[config.mk]
export PLATFORM = sky130hd
export DESIGN_NAME = noise_lfsr_channel
export DESIGN_NICKNAME = d
export VERILOG_FILES = /design/src/hdl/nlc_pkg.sv /design/src/hdl/noise_lfsr_channel.sv /design/src/hdl/nlc_regs.sv /design/src/hdl/nlc_dp.sv /design/src/hdl/nlc_ctrl.sv
export SDC_FILE = /design/constraint.sdc
export NUM_CORES = 1
export LEC_CHECK = 0
export ABC_CLOCK_PERIOD_IN_PS = 3500
export BUFFER_PORTS_ARGS = -buffer_cell sky130_fd_sc_hd__buf_2
export CAP_MARGIN = 20
export CORE_ASPECT_RATIO = 1.1
export CORE_MARGIN = 4
export CORE_UTILIZATION = 40
export DETAILED_ROUTE_END_ITERATION = 6
export HOLD_SLACK_MARGIN = 0.15
export PLACE_DENSITY_LB_ADDON = 0.12
export SYNTH_ARGS = -nofsm -noshare
export SYNTH_HDL_FRONTEND = slang
export SYNTH_SLANG_ARGS = --single-unit
[constraint.sdc]
create_clock -name clk -period 3.5 [get_ports clk]
set_clock_uncertainty 0.15 [all_clocks]
set_input_delay 0.7 -clock clk [delete_from_list [all_inputs] [get_ports clk]]
set_output_delay 0.7 -clock clk [all_outputs]
set_load 0.02 [all_outputs]
[src/hdl/nlc_pkg.sv]
package nlc_pkg;

  localparam int LFSR_W = 15;
  localparam int CYC_W  = 10;
  localparam int CODE_W = 3;
  localparam int EXP_W  = 4;
  localparam int BASE_W = 7;
  localparam int ADDR_W = 4;
  localparam int DATA_W = 32;

  // cap on cycles taken from one transaction
  localparam int MAX_STEP_CYCLES     = 1023;
  localparam int MAX_SHIFT_EXP_DFLT  = 13;

  localparam logic [LFSR_W-1:0] SEED_VALUE = 15'h7FFF;
  localparam int SHORT_TAP = 6;

  // register word indexes (byte address / 4)
  localparam logic [1:0] REG_DIVISOR = 2'd0;
  localparam logic [1:0] REG_SHIFT   = 2'd1;
  localparam logic [1:0] REG_SHORT   = 2'd2;

  typedef struct packed {
    logic [CODE_W-1:0] divisor_code;
    logic [EXP_W-1:0]  shift_clock;
    logic              short_mode;
  } cfg_t;

  typedef struct packed {
    logic load;
    logic step;
    logic capture;
  } dp_cmd_t;

  typedef struct packed {
    logic more;
  } dp_sts_t;

  function automatic logic [BASE_W-1:0] base_divisor(input logic [CODE_W-1:0] code);
    logic [BASE_W-1:0] b;
    case (code)
      3'd0:    b = 7'd8;
      3'd1:    b = 7'd16;
      3'd2:    b = 7'd32;
      3'd3:    b = 7'd48;
      3'd4:    b = 7'd64;
      3'd5:    b = 7'd80;
      3'd6:    b = 7'd96;
      default: b = 7'd112;
    endcase
    return b;
  endfunction

endpackage

[src/hdl/noise_lfsr_channel.sv]
// noise channel: 15-bit lfsr clocked by a programmable divider
// input channel (in_valid/in_ready): each transaction carries in_elapsed_cycles
//   (capped at 1023) and in_restart, which reloads the lfsr with all ones and
//   clears the divider count before the cycles are added
// output channel (out_valid/out_ready): one transaction per input, carrying
//   the lfsr contents and out_sample_high (inverse of lfsr bit 0)
// period = table[divisor_code] << (shift_clock + 1), shift_clock capped at
//   MAX_SHIFT_EXP; the apb port sets divisor_code (0x0), shift_clock (0x4)
//   and short_mode (0x8); the user writes only while the channel is idle, not enforced
// steps: on accept the item is loaded; the datapath then subtracts one
//   period and shifts the lfsr once per cycle while the count holds a full
//   period, compares once more and captures the result; shifts is
//   (count + cycles) / period, at most 64 for the shortest period and the largest
//   input, more only just after the period was shortened
// one item is worked at a time; the next is accepted as soon as the result
//   sits in the output register, even while the receiver stalls it
// a stalled result holds its register; the following item then waits in
//   the capture cycle until the output register is taken
// reset: lfsr to 0x7fff, divider count and registers to zero, no result held
module noise_lfsr_channel #(
  parameter int MAX_SHIFT_EXP = nlc_pkg::MAX_SHIFT_EXP_DFLT
) (
  input  logic                          clk,
  input  logic                          rst_n,
  // input transactions
  input  logic                          in_valid,
  output logic                          in_ready,
  input  logic [nlc_pkg::CYC_W-1:0]     in_elapsed_cycles,
  input  logic                          in_restart,
  // result transactions
  output logic                          out_valid,
  input  logic                          out_ready,
  output logic                          out_sample_high,
  output logic [nlc_pkg::LFSR_W-1:0]    out_lfsr_value,
  // register port
  input  logic                          psel,
  input  logic                          penable,
  input  logic                          pwrite,
  input  logic [nlc_pkg::ADDR_W-1:0]    paddr,
  input  logic [nlc_pkg::DATA_W-1:0]    pwdata,
  output logic [nlc_pkg::DATA_W-1:0]    prdata,
  output logic                          pready
);

  nlc_pkg::cfg_t    cfg;
  nlc_pkg::dp_cmd_t cmd;
  nlc_pkg::dp_sts_t sts;

  // configuration registers
  nlc_regs u_regs (
    .clk     (clk),
    .rst_n   (rst_n),
    .psel    (psel),
    .penable (penable),
    .pwrite  (pwrite),
    .paddr   (paddr),
    .pwdata  (pwdata),
    .prdata  (prdata),
    .pready  (pready),
    .cfg     (cfg)
  );

  // sequencer: load, subtract-and-shift loop, capture into output register
  nlc_ctrl u_ctrl (
    .clk       (clk),
    .rst_n     (rst_n),
    .in_valid  (in_valid),
    .in_ready  (in_ready),
    .out_valid (out_valid),
    .out_ready (out_ready),
    .cmd       (cmd),
    .sts       (sts)
  );

  // lfsr, divider count and result register
  nlc_dp #(
    .MAX_SHIFT_EXP (MAX_SHIFT_EXP)
  ) u_dp (
    .clk               (clk),
    .rst_n             (rst_n),
    .cmd               (cmd),
    .sts               (sts),
    .cfg               (cfg),
    .in_elapsed_cycles (in_elapsed_cycles),
    .in_restart        (in_restart),
    .out_sample_high   (out_sample_high),
    .out_lfsr_value    (out_lfsr_value)
  );

  // no second item is taken while one is being worked
  a_one_in_flight: assert property (@(posedge clk) disable iff (!rst_n)
    in_valid && in_ready |=> !in_ready)
    else $error("input accepted while an item is in progress");

  // sample level follows the register bit it is derived from
  a_sample_level: assert property (@(posedge clk) disable iff (!rst_n)
    out_valid |-> (out_sample_high == !out_lfsr_value[0]))
    else $error("sample level does not match lfsr bit 0");

  // a new result only comes out of the capture cycle
  a_result_source: assert property (@(posedge clk) disable iff (!rst_n)
    $rose(out_valid) |-> $past(!in_ready))
    else $error("result appeared without a finished item");

endmodule

[src/hdl/nlc_regs.sv]
module nlc_regs (
  input  logic                          clk,
  input  logic                          rst_n,
  input  logic                          psel,
  input  logic                          penable,
  input  logic                          pwrite,
  input  logic [nlc_pkg::ADDR_W-1:0]    paddr,
  input  logic [nlc_pkg::DATA_W-1:0]    pwdata,
  output logic [nlc_pkg::DATA_W-1:0]    prdata,
  output logic                          pready,
  output nlc_pkg::cfg_t                 cfg
);

  nlc_pkg::cfg_t cfg_r, cfg_nxt;
  logic          wr_en;

  assign pready = 1'b1;
  assign wr_en  = psel && penable && pwrite;
  assign cfg    = cfg_r;

  always_comb begin
    cfg_nxt = cfg_r;
    if (wr_en) begin
      case (paddr[3:2])
        nlc_pkg::REG_DIVISOR: cfg_nxt.divisor_code = pwdata[nlc_pkg::CODE_W-1:0];
        nlc_pkg::REG_SHIFT:   cfg_nxt.shift_clock  = pwdata[nlc_pkg::EXP_W-1:0];
        nlc_pkg::REG_SHORT:   cfg_nxt.short_mode   = pwdata[0];
        default:              cfg_nxt = cfg_r;
      endcase
    end
  end

  always_ff @(posedge clk) begin
    if (!rst_n) begin
      cfg_r <= '0;
    end else begin
      cfg_r <= cfg_nxt;
    end
  end

  always_comb begin
    case (paddr[3:2])
      nlc_pkg::REG_DIVISOR: prdata = nlc_pkg::DATA_W'(cfg_r.divisor_code);
      nlc_pkg::REG_SHIFT:   prdata = nlc_pkg::DATA_W'(cfg_r.shift_clock);
      nlc_pkg::REG_SHORT:   prdata = nlc_pkg::DATA_W'(cfg_r.short_mode);
      default:              prdata = '0;
    endcase
  end

endmodule

[src/hdl/nlc_dp.sv]
module nlc_dp #(
  parameter int MAX_SHIFT_EXP = nlc_pkg::MAX_SHIFT_EXP_DFLT
) (
  input  logic                          clk,
  input  logic                          rst_n,
  input  nlc_pkg::dp_cmd_t              cmd,
  output nlc_pkg::dp_sts_t              sts,
  input  nlc_pkg::cfg_t                 cfg,
  input  logic [nlc_pkg::CYC_W-1:0]     in_elapsed_cycles,
  input  logic                          in_restart,
  output logic                          out_sample_high,
  output logic [nlc_pkg::LFSR_W-1:0]    out_lfsr_value
);

  localparam int PER_W = nlc_pkg::BASE_W + MAX_SHIFT_EXP + 1;
  localparam int WRK_W = PER_W + 1;
  localparam int SH_W  = nlc_pkg::EXP_W + 1;

  logic [nlc_pkg::LFSR_W-1:0] lfsr_r, lfsr_nxt, lfsr_adv;
  logic [WRK_W-1:0]           cnt_r, cnt_nxt, cnt_base;
  logic [PER_W-1:0]           period_r, period_nxt;
  logic [nlc_pkg::LFSR_W-1:0] res_r;
  logic [nlc_pkg::EXP_W-1:0]  exp_sat;
  logic [nlc_pkg::CYC_W-1:0]  cyc_sat;
  logic                       fb;

  // period from the current registers, exponent capped
  always_comb begin
    exp_sat = (cfg.shift_clock > nlc_pkg::EXP_W'(MAX_SHIFT_EXP)) ?
              nlc_pkg::EXP_W'(MAX_SHIFT_EXP) : cfg.shift_clock;
    period_nxt = PER_W'(nlc_pkg::base_divisor(cfg.divisor_code))
                 << ({1'b0, exp_sat} + SH_W'(1));
    cyc_sat = ({7'd0, in_elapsed_cycles} > 17'(nlc_pkg::MAX_STEP_CYCLES)) ?
              nlc_pkg::CYC_W'(nlc_pkg::MAX_STEP_CYCLES) : in_elapsed_cycles;
    cnt_base = in_restart ? '0 : cnt_r;
  end

  // one shift of the register
  always_comb begin
    fb       = lfsr_r[0] ^ lfsr_r[1];
    lfsr_adv = {fb, lfsr_r[nlc_pkg::LFSR_W-1:1]};
    if (cfg.short_mode) begin
      lfsr_adv[nlc_pkg::SHORT_TAP] = fb;
    end
  end

  always_comb begin
    lfsr_nxt = lfsr_r;
    cnt_nxt  = cnt_r;
    if (cmd.load) begin
      lfsr_nxt = in_restart ? nlc_pkg::SEED_VALUE : lfsr_r;
      cnt_nxt  = cnt_base + WRK_W'(cyc_sat);
    end else if (cmd.step) begin
      lfsr_nxt = lfsr_adv;
      cnt_nxt  = cnt_r - {1'b0, period_r};
    end
  end

  assign sts.more = (cnt_r >= {1'b0, period_r});

  always_ff @(posedge clk) begin
    if (!rst_n) begin
      lfsr_r <= nlc_pkg::SEED_VALUE;
      cnt_r  <= '0;
    end else begin
      lfsr_r <= lfsr_nxt;
      cnt_r  <= cnt_nxt;
    end
  end

  always_ff @(posedge clk) begin
    if (cmd.load) begin
      period_r <= period_nxt;
    end
    if (cmd.capture) begin
      res_r <= lfsr_r;
    end
  end

  assign out_lfsr_value  = res_r;
  assign out_sample_high = ~res_r[0];

endmodule

[src/hdl/nlc_ctrl.sv]
module nlc_ctrl (
  input  logic              clk,
  input  logic              rst_n,
  input  logic              in_valid,
  output logic              in_ready,
  output logic              out_valid,
  input  logic              out_ready,
  output nlc_pkg::dp_cmd_t  cmd,
  input  nlc_pkg::dp_sts_t  sts
);

  typedef enum logic [2:0] {
    S_IDLE = 3'b001,
    S_RUN  = 3'b010,
    S_DONE = 3'b100
  } state_t;

  state_t state_r, state_nxt;
  logic   out_valid_r, out_valid_nxt;
  logic   slot_free;

  assign slot_free = !out_valid_r || out_ready;

  always_comb begin
    state_nxt   = state_r;
    cmd         = '0;
    in_ready    = 1'b0;
    case (state_r)
      S_IDLE: begin
        in_ready = 1'b1;
        if (in_valid) begin
          cmd.load  = 1'b1;
          state_nxt = S_RUN;
        end
      end
      S_RUN: begin
        if (sts.more) begin
          cmd.step = 1'b1;
        end else begin
          state_nxt = S_DONE;
        end
      end
      S_DONE: begin
        if (slot_free) begin
          cmd.capture = 1'b1;
          state_nxt   = S_IDLE;
        end
      end
      default: state_nxt = S_IDLE;
    endcase
  end

  always_comb begin
    if (cmd.capture) begin
      out_valid_nxt = 1'b1;
    end else if (out_ready) begin
      out_valid_nxt = 1'b0;
    end else begin
      out_valid_nxt = out_valid_r;
    end
  end

  always_ff @(posedge clk) begin
    if (!rst_n) begin
      state_r     <= S_IDLE;
      out_valid_r <= 1'b0;
    end else begin
      state_r     <= state_nxt;
      out_valid_r <= out_valid_nxt;
    end
  end

  assign out_valid = out_valid_r;

endmodule

# Word level (Yosys, flattened, before mapping)
# Cells that the tools add are included.
# totals
reg_bits,85
output_inout_bits,51
word_cells,68
# op_classes
n_bitwise,2
n_mux,23
n_eq_ne,15
n_shift,1
order_cmp,2
reduce_logical,13
addsub,3
# ops
operator,count
22-bit two-way mux,3
7-bit one-hot mux with 7 select lines,1
15-bit two-way mux,3
22-bit by 10-bit adder with 22-bit output,1
22-bit by 21-bit greater-or-equal comparator with 1-bit output,1
22-bit by 21-bit subtractor with 22-bit output,1
7-bit by 5-bit << shifter with 21-bit output,1
3-bit equality test (second input constant),4
4-bit one-hot mux with 3 select lines,1
1-bit two-way mux,10
3-bit by 2-bit equality test with 1-bit output (second input constant),3
3-bit two-way mux,3
3-bit one-hot mux with 3 select lines,1
2-bit AND reduction,4
3-bit by 1-bit equality test with 1-bit output (second input constant),2
2-bit != test (second input constant),3
4-bit by 1-bit adder with 5-bit output (second input constant),1
4-bit > comparator (second input constant),1
4-bit two-way mux,1
2-bit nonzero test,2
3-bit logical NOT,1
3-bit AND reduction,1
2-bit by 1-bit equality test with 1-bit output (second input constant),1
2-bit equality test (second input constant),1
7 further kinds,8

# Logic depth before layout (Yosys ltp)
# Gate-level depths: netlist (run 1).
# depth
depth_word,5
depth_mapped,13
depth_no_buf,11

# Hierarchy
# From an unflattened synthesis (run 1), not the netlist that was laid out.
# hier_totals
hier_cells,628
hier_area_um2,5611.6
# by_module_without_submodules
mod,cells_per_inst,area_each_um2,instances
nlc_dp,529,4759.6,1
nlc_regs,74,621.8,1
nlc_ctrl,25,230.2,1

# Worst setup path after synthesis (run 1)
# Ideal clock, no wire load.
# synth_timing
path_kind,in2reg
start,input port in_restart
end,register u_dp.cnt_r[11]
arrival_time_ns,3.343
required_time_ns,3.284
setup_ns,0.066
setup_slack_ns,-0.059
cell_stages,11
path_cell_list,clkbuf_1 -> clkbuf_1 -> nor2b_1 -> ha_1 -> a2111oi_4 -> o31ai_4 -> a2111oi_4 -> nor2_2 -> a211o_1 -> a31o_1 -> a21oi_2
# synth_via
elab_chain_len,3
# synth_rtl
item,line,text
from (decl),noise_lfsr_channel.sv:29,"input logic in_restart,"
22-bit two-way mux,nlc_dp.sv:35,cnt_base = in_restart ? '0 : cnt_r;
22-bit by 10-bit adder with 22-bit output,nlc_dp.sv:52,cnt_nxt = cnt_base + WRK_W'(cyc_sat);
22-bit two-way mux,nlc_dp.sv:50,if (cmd.load) begin
to (signal assigned),nlc_dp.sv:67,cnt_r <= cnt_nxt;
to (decl),nlc_dp.sv:20,"logic [WRK_W-1:0] cnt_r, cnt_nxt, cnt_base;"
# No other way between the ends.
# A chain may end at the register's enable or synchronous reset.

# Worst setup path in the final report (run 1)
# Ends and elaborated chain as after synthesis.

==> results of run 1 <==
[cell usage in the layout (no fill, tap or decap), types with 5 or more instances in the layout]
| cell | instances |
|---|---|
| nor4_1 | 7 |
| dfxtp_1 | 49 |
| a31oi_1 | 10 |
| buf_2 | 45 |
| xor2_1 | 6 |
| a21oi_1 | 28 |
| buf_4 | 19 |
| nor2_1 | 69 |
| a21o_1 | 7 |
| nand3_1 | 21 |
| edfxtp_1 | 33 |
| a211oi_1 | 9 |
| nor3b_1 | 5 |
| xnor2_1 | 18 |
| and3_1 | 6 |
| inv_1 | 35 |
| o22ai_1 | 7 |
| nand2b_1 | 6 |
| nand2_1 | 44 |
| clkbuf_16 | 9 |
| mux2i_1 | 17 |
| ha_1 | 29 |
| o21a_1 | 9 |
| o21ai_0 | 33 |
| conb_1 | 29 |
| nor3_1 | 31 |
| nor2b_1 | 15 |
[area by class of cell]
type                            instances  area, µm²
Clock inverter                          7       57.6
Tap cell                              161        201
Multi-Input combinational cell        480       3060
Timing Repair Buffer                   64        368
Fill cell                            1272       7200
Sequential cell                        82       1970
Inverter                               35        131
Clock buffer                            9        225
[sequential cells by signal (all words and copies together) (netlist names)]
signal	cells
u_dp.period_r	18
u_dp.lfsr_r	15
u_dp.cnt_r	22
u_ctrl.state_r	3
u_dp.out_lfsr_value	15
u_ctrl.out_valid	1
u_regs.cfg	8
[worst max-delay path: cells and delay by family]
| family | cells | cell delay (ns) |
|---|---|---|
| buffers and inverters | 1 | 0.18 |
| adders and majority gates | 1 | 0.37 |
| and+or+nand+nor | 2 | 0.17 |
| AOI/OAI and AO/OA | 6 | 1.79 |
[final timing paths]
check / startpoint / cells after the start / slack [ns] / to
setup / recovery: in_restart / 10 / 0.42 / u_dp.cnt_r[11]
hold / removal: u_dp.cnt_r[0] / 2 / 0.30 / u_dp.cnt_r[0]
setup reg to reg: u_dp.cnt_r[15] / 8 / 0.44 / u_dp.cnt_r[21]
hold reg to reg: u_dp.cnt_r[0] / 2 / 0.30 / u_dp.cnt_r[0]
[where the power goes]
group,switching (µW),internal (µW)
clock,427,492
combinational,238,150
sequential,16.9,1020
total,682,1660
[metal layers]
| layer | up-vias | wire (µm) |
|---|---|---|
| met1 | 2040 | 5560 |
| li1 | 2289 | - |
| met3 | 21 | 499 |
| met4 | 0 | 403 |
| met5 | - | 0 |
| met2 | 120 | 6160 |
[logic make-up after synthesis]
logic type | Yosys count
compound gates | 149
buf+inv | 93
flops | 82
mux | 18
other cells | 2
simple gates | 230
fa+ha+maj | 30
xor+xnor | 24
[per-stage QoR]
| step | std cells | power [µW] | util (%) | setup slack, ns |
|---|---|---|---|---|
| 6_report | 838 | 2340 | 45.5 | 0.425 |
| 5_1_grt | 838 | 2450 | 45.5 | 0.195 |
| 4_1_cts | 838 | 2360 | 45.5 | 0.426 |
| 3_5_place_dp | 822 | 1440 | 43.4 | 0.0806 |
| 3_3_place_gp | 822 | 1440 | 43.4 | 0.109 |
| 2_1_floorplan | 655 | 1370 | - | 0.0250 |
==> impl_results.md, run 1 <==
- Avg Vias per Cell: 5.33
- Clock buffer depth: 2
- Synth Area in XOR/XNOR: 3.89%
- Yosys Warn Count: 0
- HP Class: reg -> reg
- Share of cells above drive strength 1: 14.3%
- Post-route minimum period: 3.08 ns
- Final Slew Violations: 0
- Max VDD drop: 0.172 mV
- Synth Area per Inst: 8.61 µm²
- Number of synthesized flops with an enable pin: 33
- Count leader, synth: nor2_1
- DP HPWL: 9630 µm
- Largest family of logic cells by synthesized area: simple AND/OR/NAND/NOR gates
- Drt first pass iters: 6
- Post-Synth Simple-Gate Area: 20.8%
- Grt met1 use: 20.1%
- Pwr per Cell Area: 389 mW/mm²
- Asr flop ratio synth: 0%
- Req. time, crit path: 3.63 ns
- DRC: 0
- Worst relative slew slack: 45.0%
- Post-route setup TNS: 0 ns
- Starting DRT DRC Count: 308
- Final instance area: 0.00602 mm²
- Total clock buffers created by CTS: 9
- Clk sink count: 82
- Layout area overhead: 11.2%
- Leak: 0.00247 µW
- Status: complete, no violations
- First-pass GRT wire length: 20700 µm
- Post-synth top area share: 18.3%
- Grt met3 use: 3.08%
- Rows: 44
- Cells after Synth: 628
- Crit path cell chain: buf_2 -> nor2b_1 -> ha_1 -> a2111oi_4 -> o31ai_4 -> a2111oi_4 -> nor2_2 -> a211o_1 -> a31o_1 -> a21oi_2
- Max stage delay cell, worst path: a2111oi_4
- Worst-path clk slew: 0.06 ns
- Setup repair after global routing missed its margin: no
- Compound-Gate Fraction of Synth Area: 19.4%
- Post-synthesis mux area share: 3.35%
- Dominant cell type by area after synthesis: edfxtp_1
- # hold bufs at CTS: 0
- Final Hold Fails: 0
- Worst EP arrival: 3.21 ns
- Ys flop type: dfxtp_1
- DRT Wirelength: 12600 µm
- Synth area leaders: edfxtp_1 (18%), dfxtp_1 (18%), ha_1 (6.7%)
- Crit-path max cell delay: 0.52 ns
- Post-CTS setup buffer count: 0
- IO Pins: 105
- Crit path kind: in -> reg
- CTS tree: done
- CP most frequent cell: a2111oi_4
- Min Hold Slack: 0.301 ns
- DIE WIDTH: 119 µm
- Final setup viols: 0
- Crit path max fanout: 6
- H-tree levels: 3
- #FFs+latches synth: 82
- CTS root buf: clkbuf_16
- Ant. Diodes: 0
- Post-DP Area: 0.00573 mm²
- CP startpoint kind: primary input
- Clock insertion delay at the later pin of the skew report: 0.35 ns
- Nets: 756
- GPL Wtd Cong: 0.843
- Busiest layer in global routing: met2
- Sequential fraction of the synthesis area: 36.5%
- Die area: 0.0154 mm²
- Overall Global Routing Usage: 16.8%
- Crit. End Element: register
- Wirelength per Cell: 15.1 µm
- Via count: 4470
- Slew @ Worst Pin: 0.824 ns
- Synth top cells by count: nor2_1 (69), dfxtp_1 (49), nand2_1 (44), inv_1 (35)
- Post-Syn Area: 0.00541 mm²
- M2 GR Usage: 29.0%
- Highest Clock Rate: 325 MHz
- Initial antenna violation count: 0
- Largest net degree at the start of global routing: 30
- Die Y: 130 µm
- Post-cts repair resize count: 0
- # Max-Cap Violations: 0
- Initial Utilization: 40.9%
- Antenna Nets Post-Route: 0
- Part of the cycle the worst path needs: 87.9%
- GRT overflow: 0
- Adder-Cell Fraction of Synth Area: 7.08%
- Synth unique cells: 72
- Core area: 0.0132 mm²
- Vias in the first global route: 4243
- IO buf count: 45
(Power assumes the default switching activity.)
==> inputs of run 2 (changes only) <==
- ABC_AREA: not set -> 1
==> impl_results.md, run 2 <==
- GRT overflow: 0
- Setup repair after global routing missed its margin: no
- Worst-path clk slew: 0.07 ns
- DP HPWL: 11900 µm
- Asr flop ratio synth: 0%
- Clk sink count: 82
- DRT Wirelength: 14900 µm
- Min Hold Slack: 0.305 ns
- Switch share: 37.4%
- Commonest non-fill, non-tap cell in the layout: nand2_1
- Dominant cell type by area after synthesis: edfxtp_1
- Synth unique cells: 42
- Layout area overhead: 10.3%
- Clock power frac: 32.0%
- CP startpoint kind: register
- Cells after Synth: 905
- Worst EP arrival: 2.90 ns
- Die Y: 136 µm
- Highest Clock Rate: 360 MHz
- First-pass GRT wire length: 24200 µm
- Crit. End Element: register
- Number of synthesized flops with an enable pin: 33
- Crit path kind: reg -> reg
- Largest Register: u_dp.cnt_r
- Count leader, synth: nand2_1
- Overall Global Routing Usage: 18.3%
- HP Class: reg -> reg
- Max VDD drop: 0.220 mV
- CTS root buf: clkbuf_16
- Vias in the first global route: 4944
- Clock buffer depth: 2
- Sequential fraction of the synthesis area: 33.3%
- Core area: 0.0144 mm²
- Crit path max fanout: 27
- DRC: 0
- Post-synth top area share: 16.8%
- Switching pwr: 1120 µW
- # hold bufs at CTS: 0
- Initial antenna violation count: 0
- Post-cts repair resize count: 0
- Req. time, crit path: 3.62 ns
- DIE WIDTH: 124 µm
- Synth Area per Inst: 6.54 µm²
- Final Slew Violations: 0
- Post-route setup TNS: 0 ns
- IO buf count: 45
- Post-route minimum period: 2.78 ns
- Avg Vias per Cell: 4.73
- Drt first pass iters: 5
- Die area: 0.0168 mm²
- Part of the cycle the worst path needs: 79.4%
- Leak: 0.00323 µW
- Most frequent cells in the layout: nand2_1 (243), inv_1 (147), nor2_1 (125), nand3_1 (73), dfxtp_1 (49)
- Yosys Warn Count: 0
- Gate power share: 31.1%
- Flop pwr share: 36.9%
- Ant. Diodes: 0
- #FFs+latches synth: 82
- Tot Pwr: 2990 µW
- # Max-Cap Violations: 0
- Initial Utilization: 40.9%
- H-tree levels: 3
- P_int: 1870 µW
- Max reg flops: 22
- Antenna Nets Post-Route: 0
- Via count: 5407
- Nets: 1031
- Share of cells above drive strength 1: 8.93%
- Pwr per Cell Area: 458 mW/mm²
- Final Hold Fails: 0
- Total clock buffers created by CTS: 9
- Largest net degree at the start of global routing: 44
- Rows: 46
- Wirelength per Cell: 13.0 µm
- Largest registers: u_dp.cnt_r (22), u_dp.period_r (18)
- Post-Syn Area: 0.00591 mm²
- Clock insertion delay at the later pin of the skew report: 0.34 ns
- CTS tree: done
- Synth top cells by count: nand2_1 (243), inv_1 (147), nor2_1 (125), nand3_1 (73), dfxtp_1 (49)
- IO Pins: 105
- Final setup viols: 0
- GPL Wtd Cong: 0.843
- Starting DRT DRC Count: 274
- Status: complete, no violations
- Ys flop type: dfxtp_1
- Post-CTS setup buffer count: 0
- Synth area leaders: edfxtp_1 (17%), dfxtp_1 (17%), nand2_1 (15%)
[run 2: kinds of logic after synthesis]
family,share of synthesized area (%)
xor+xnor,1.33
flops,33.3
other cells,0.127
simple gates,34.3
compound gates,9.67
fa+ha+maj,6.47
buf+inv,14.7
[run 2: cell type report]
class,instances,area (µm²)
repair buffers,50,263
flip-flops and latches,82,1970
inverters,150,563
fillers,1594,7920
multi-input cells,654,3180
well taps,192,240
clock inverters,7,76.3
clock buffers,9,225
[run 2: per-stage QoR]
stage	utilization [%]	std cells	worst slack, ns	cell area, µm²
3_3_place_gp	43.1	1128	0.506	6220
6_report	45.2	1144	0.722	6520
2_1_floorplan	-	932	0.698	6020
4_1_cts	45.2	1144	0.745	6520
5_1_grt	45.2	1144	0.526	6520
3_5_place_dp	43.1	1128	0.493	6220
[run 2: final timing paths]
path	endpoint	depth (start not counted)	start	slack, ns
max	u_dp.cnt_r[9]	11	u_dp.period_r[17]	0.72
min	u_dp.cnt_r[0]	2	u_dp.cnt_r[0]	0.30
max reg2reg	u_dp.cnt_r[9]	11	u_dp.period_r[17]	0.72
min reg2reg	u_dp.cnt_r[0]	2	u_dp.cnt_r[0]	0.30
[run 2: power by group through the flow]
stage	clock network (µW)	registers [µW]	logic (µW)
final	956	1100	929
after global routing	1010	1110	1070
after CTS	980	1100	932
after detailed placement	0	1120	926
after global placement	0	1120	926
after floorplan	0	1110	744
[run 2: metal layers]
layer / up-vias / track usage [%] / wire length (µm)
met5: - / 0 / 0
met4: 0 / 4.99 / 180
met3: 12 / 1.50 / 579
met2: 100 / 30.8 / 7080
met1: 2373 / 25.2 / 7020
li1: 2922 / - / -
[run 2: critical path, cell delays in order, from the launching register on]
cell and delay, ns:
edfxtp_1 0.36, inv_1 0.10, ha_1 0.30, a21oi_1 0.30
a21oi_1 0.12, nor2_1 0.12, nand3_2 0.13, nand2_4 0.28
nand2_4 0.23, inv_1 0.37, nor2_1 0.09, nor2_1 0.12
==> inputs of run 3 (changes only) <==
- ABC_CLOCK_PERIOD_IN_PS: 3500 -> 2400
- clock period: 3.5 -> 2.4 ns (I/O delays scaled with it)
==> impl_results.md, run 3 (synthesized netlist as in run 2, its figures left out) <==
- Status: complete, no violations
- R2R cell count: 12
- Final setup viols: 0
- Flop2flop setup slack: 0.17 ns
- GRT overflow: 0
- Rows: 46
- Max VDD drop: 0.389 mV
- # Max-Cap Violations: 0
- Drt first pass iters: 4
- Commonest non-fill, non-tap cell in the layout: nand2_1
- Die area: 0.0168 mm²
- Core area: 0.0144 mm²
- # hold bufs at CTS: 0
- Clock insertion delay at the later pin of the skew report: 0.35 ns
- Worst hold path depth: 3
- DRC: 0
- Req. time, crit path: 2.48 ns
- Hold_sp: pwdata[2]
- DP HPWL: 12100 µm
- CTS root buf: clkbuf_16
- Ant. Diodes: 0
- Largest Register: u_dp.cnt_r
- HP Class: in -> reg
- Leak: 0.00347 µW
- Worst EP arrival: 2.31 ns
- Crit path cell chain: inv_1 -> ha_1 -> nand2_2 -> nor2_2 -> inv_1 -> nor2_4 -> nand3_2 -> nand3_2 -> nand2_4 -> buf_4 -> o22ai_1 -> nand2_1
- Final Hold Fails: 0
- Worst reg2reg path endpoint: u_dp.lfsr_r[9]
- Largest registers: u_dp.cnt_r (22), u_dp.period_r (18)
- Highest Clock Rate: 449 MHz
- Initial Utilization: 40.9%
- GPL Wtd Cong: 0.900
- Layout area overhead: 17.7%
- Clock buffer depth: 2
- Min Hold Slack: 0.233 ns
- Nets: 1075
- DIE WIDTH: 124 µm
- Max stage delay cell, worst path: edfxtp_1
- DRT Wirelength: 15300 µm
- Die Y: 136 µm
- Crit path kind: reg -> reg
- Final cell count without fillers: 1188
- Setup repair after global routing missed its margin: no
- IO Pins: 105
- Max reg flops: 22
- CP startpoint kind: register
- Min-Delay Endpoint: u_regs.cfg[3]
- IO buf count: 45
- Largest net degree at the start of global routing: 44
- R2r startpoint: u_dp.period_r[6]
- Crit. End Element: register
- Pwr per Cell Area: 652 mW/mm²
- Initial antenna violation count: 0
- Dpl cells: 1170
- Via count: 5514
- H-tree levels: 3
- CTS tree: done
- Avg Vias per Cell: 4.64
- Final Slew Violations: 0
- Most frequent cells in the layout: nand2_1 (241), inv_1 (147), nor2_1 (125), nand3_1 (72), dfxtp_1 (49)
- Share of cells above drive strength 1: 13.8%
- Part of the cycle the worst path needs: 92.7%
- Crit path max fanout: 15
- Wirelength per Cell: 12.9 µm
- Vias in the first global route: 5323
- Clk sink count: 82
- Antenna Nets Post-Route: 0
- Post-route minimum period: 2.23 ns
- Crit-path max cell delay: 0.38 ns
- First-pass GRT wire length: 25500 µm
- Worst-path clk slew: 0.07 ns
- Overall Global Routing Usage: 19.4%
- Starting DRT DRC Count: 320
- Total clock buffers created by CTS: 9
-- run 3: worst max-delay path by stage --
stage / end / slack, ns / startpoint
6_report: u_dp.lfsr_r[9] / 0.17 / u_dp.period_r[6]
5_1_grt: u_dp.cnt_r[13] / 0.001 / u_dp.cnt_r[8]
4_1_cts: u_dp.lfsr_r[9] / 0.05 / u_dp.period_r[13]
3_5_place_dp: u_dp.cnt_r[17] / -0.08 / in_restart
3_3_place_gp: u_dp.cnt_r[8] / -0.08 / in_restart
2_1_floorplan: u_dp.cnt_r[8] / 0.0005 / in_restart
-- run 3: routing by layer --
metal / GRT usage [%] / vias to the layer above / wire, µm
li1: - / 2992 / -
met2: 32.1 / 97 / 7090
met5: 0 / - / 0
met1: 26.1 / 2403 / 7310
met4: 6.57 / 0 / 320
met3: 2.26 / 22 / 616
-- run 3: stage by stage --
stage | area, µm² | setup TNS (ns) | util [%] | setup slack [ns] | power [µW]
floorplan | 6030 | 0 | - | 0.000495 | 2700
CTS | 6920 | 0 | 47.9 | 0.0549 | 4560
global placement | 6620 | -0.384 | 45.8 | -0.0779 | 3130
detailed placement | 6620 | -0.666 | 45.8 | -0.0789 | 3130
global route | 6960 | 0 | 48.2 | 0.00141 | 4860
finish | 6960 | 0 | 48.2 | 0.175 | 4540
-- run 3: worst max-delay path, delay by kind of cell, from the launching register on --
family | cells | cell delay [ns]
flip-flops | 1 | 0.38
AO/OA/AOI/OAI | 1 | 0.16
AND/OR/NAND/NOR | 7 | 0.68
adder cells (fa/ha/maj) | 1 | 0.36
buffers and inverters | 3 | 0.36
-- run 3: report_power, final --
group | switching, µW | leakage, µW | internal, µW
registers | 67.6 | 0.000706 | 1540
logic | 958 | 0.00261 | 566
clock network | 661 | 0.000150 | 743
total | 1690 | 0.00347 | 2850
-- run 3: area by class of cell --
class                   instances  area (µm²)
clock buffers                   9         225
flip-flops and latches         82        1970
repair buffers                 94         656
inverters                     150         563
well taps                     192         240
multi-input cells             654        3220
fillers                      1544        7490
clock inverters                 7        81.3
-- run 3: what timing repair did --
| action | 4_1_cts | 5_1_grt |
|---|---|---|
| resized for setup | 0 | 8 |
| endpoints found under the setup margin | 0 | 32 |
| buffers inserted | 0 | 2 |
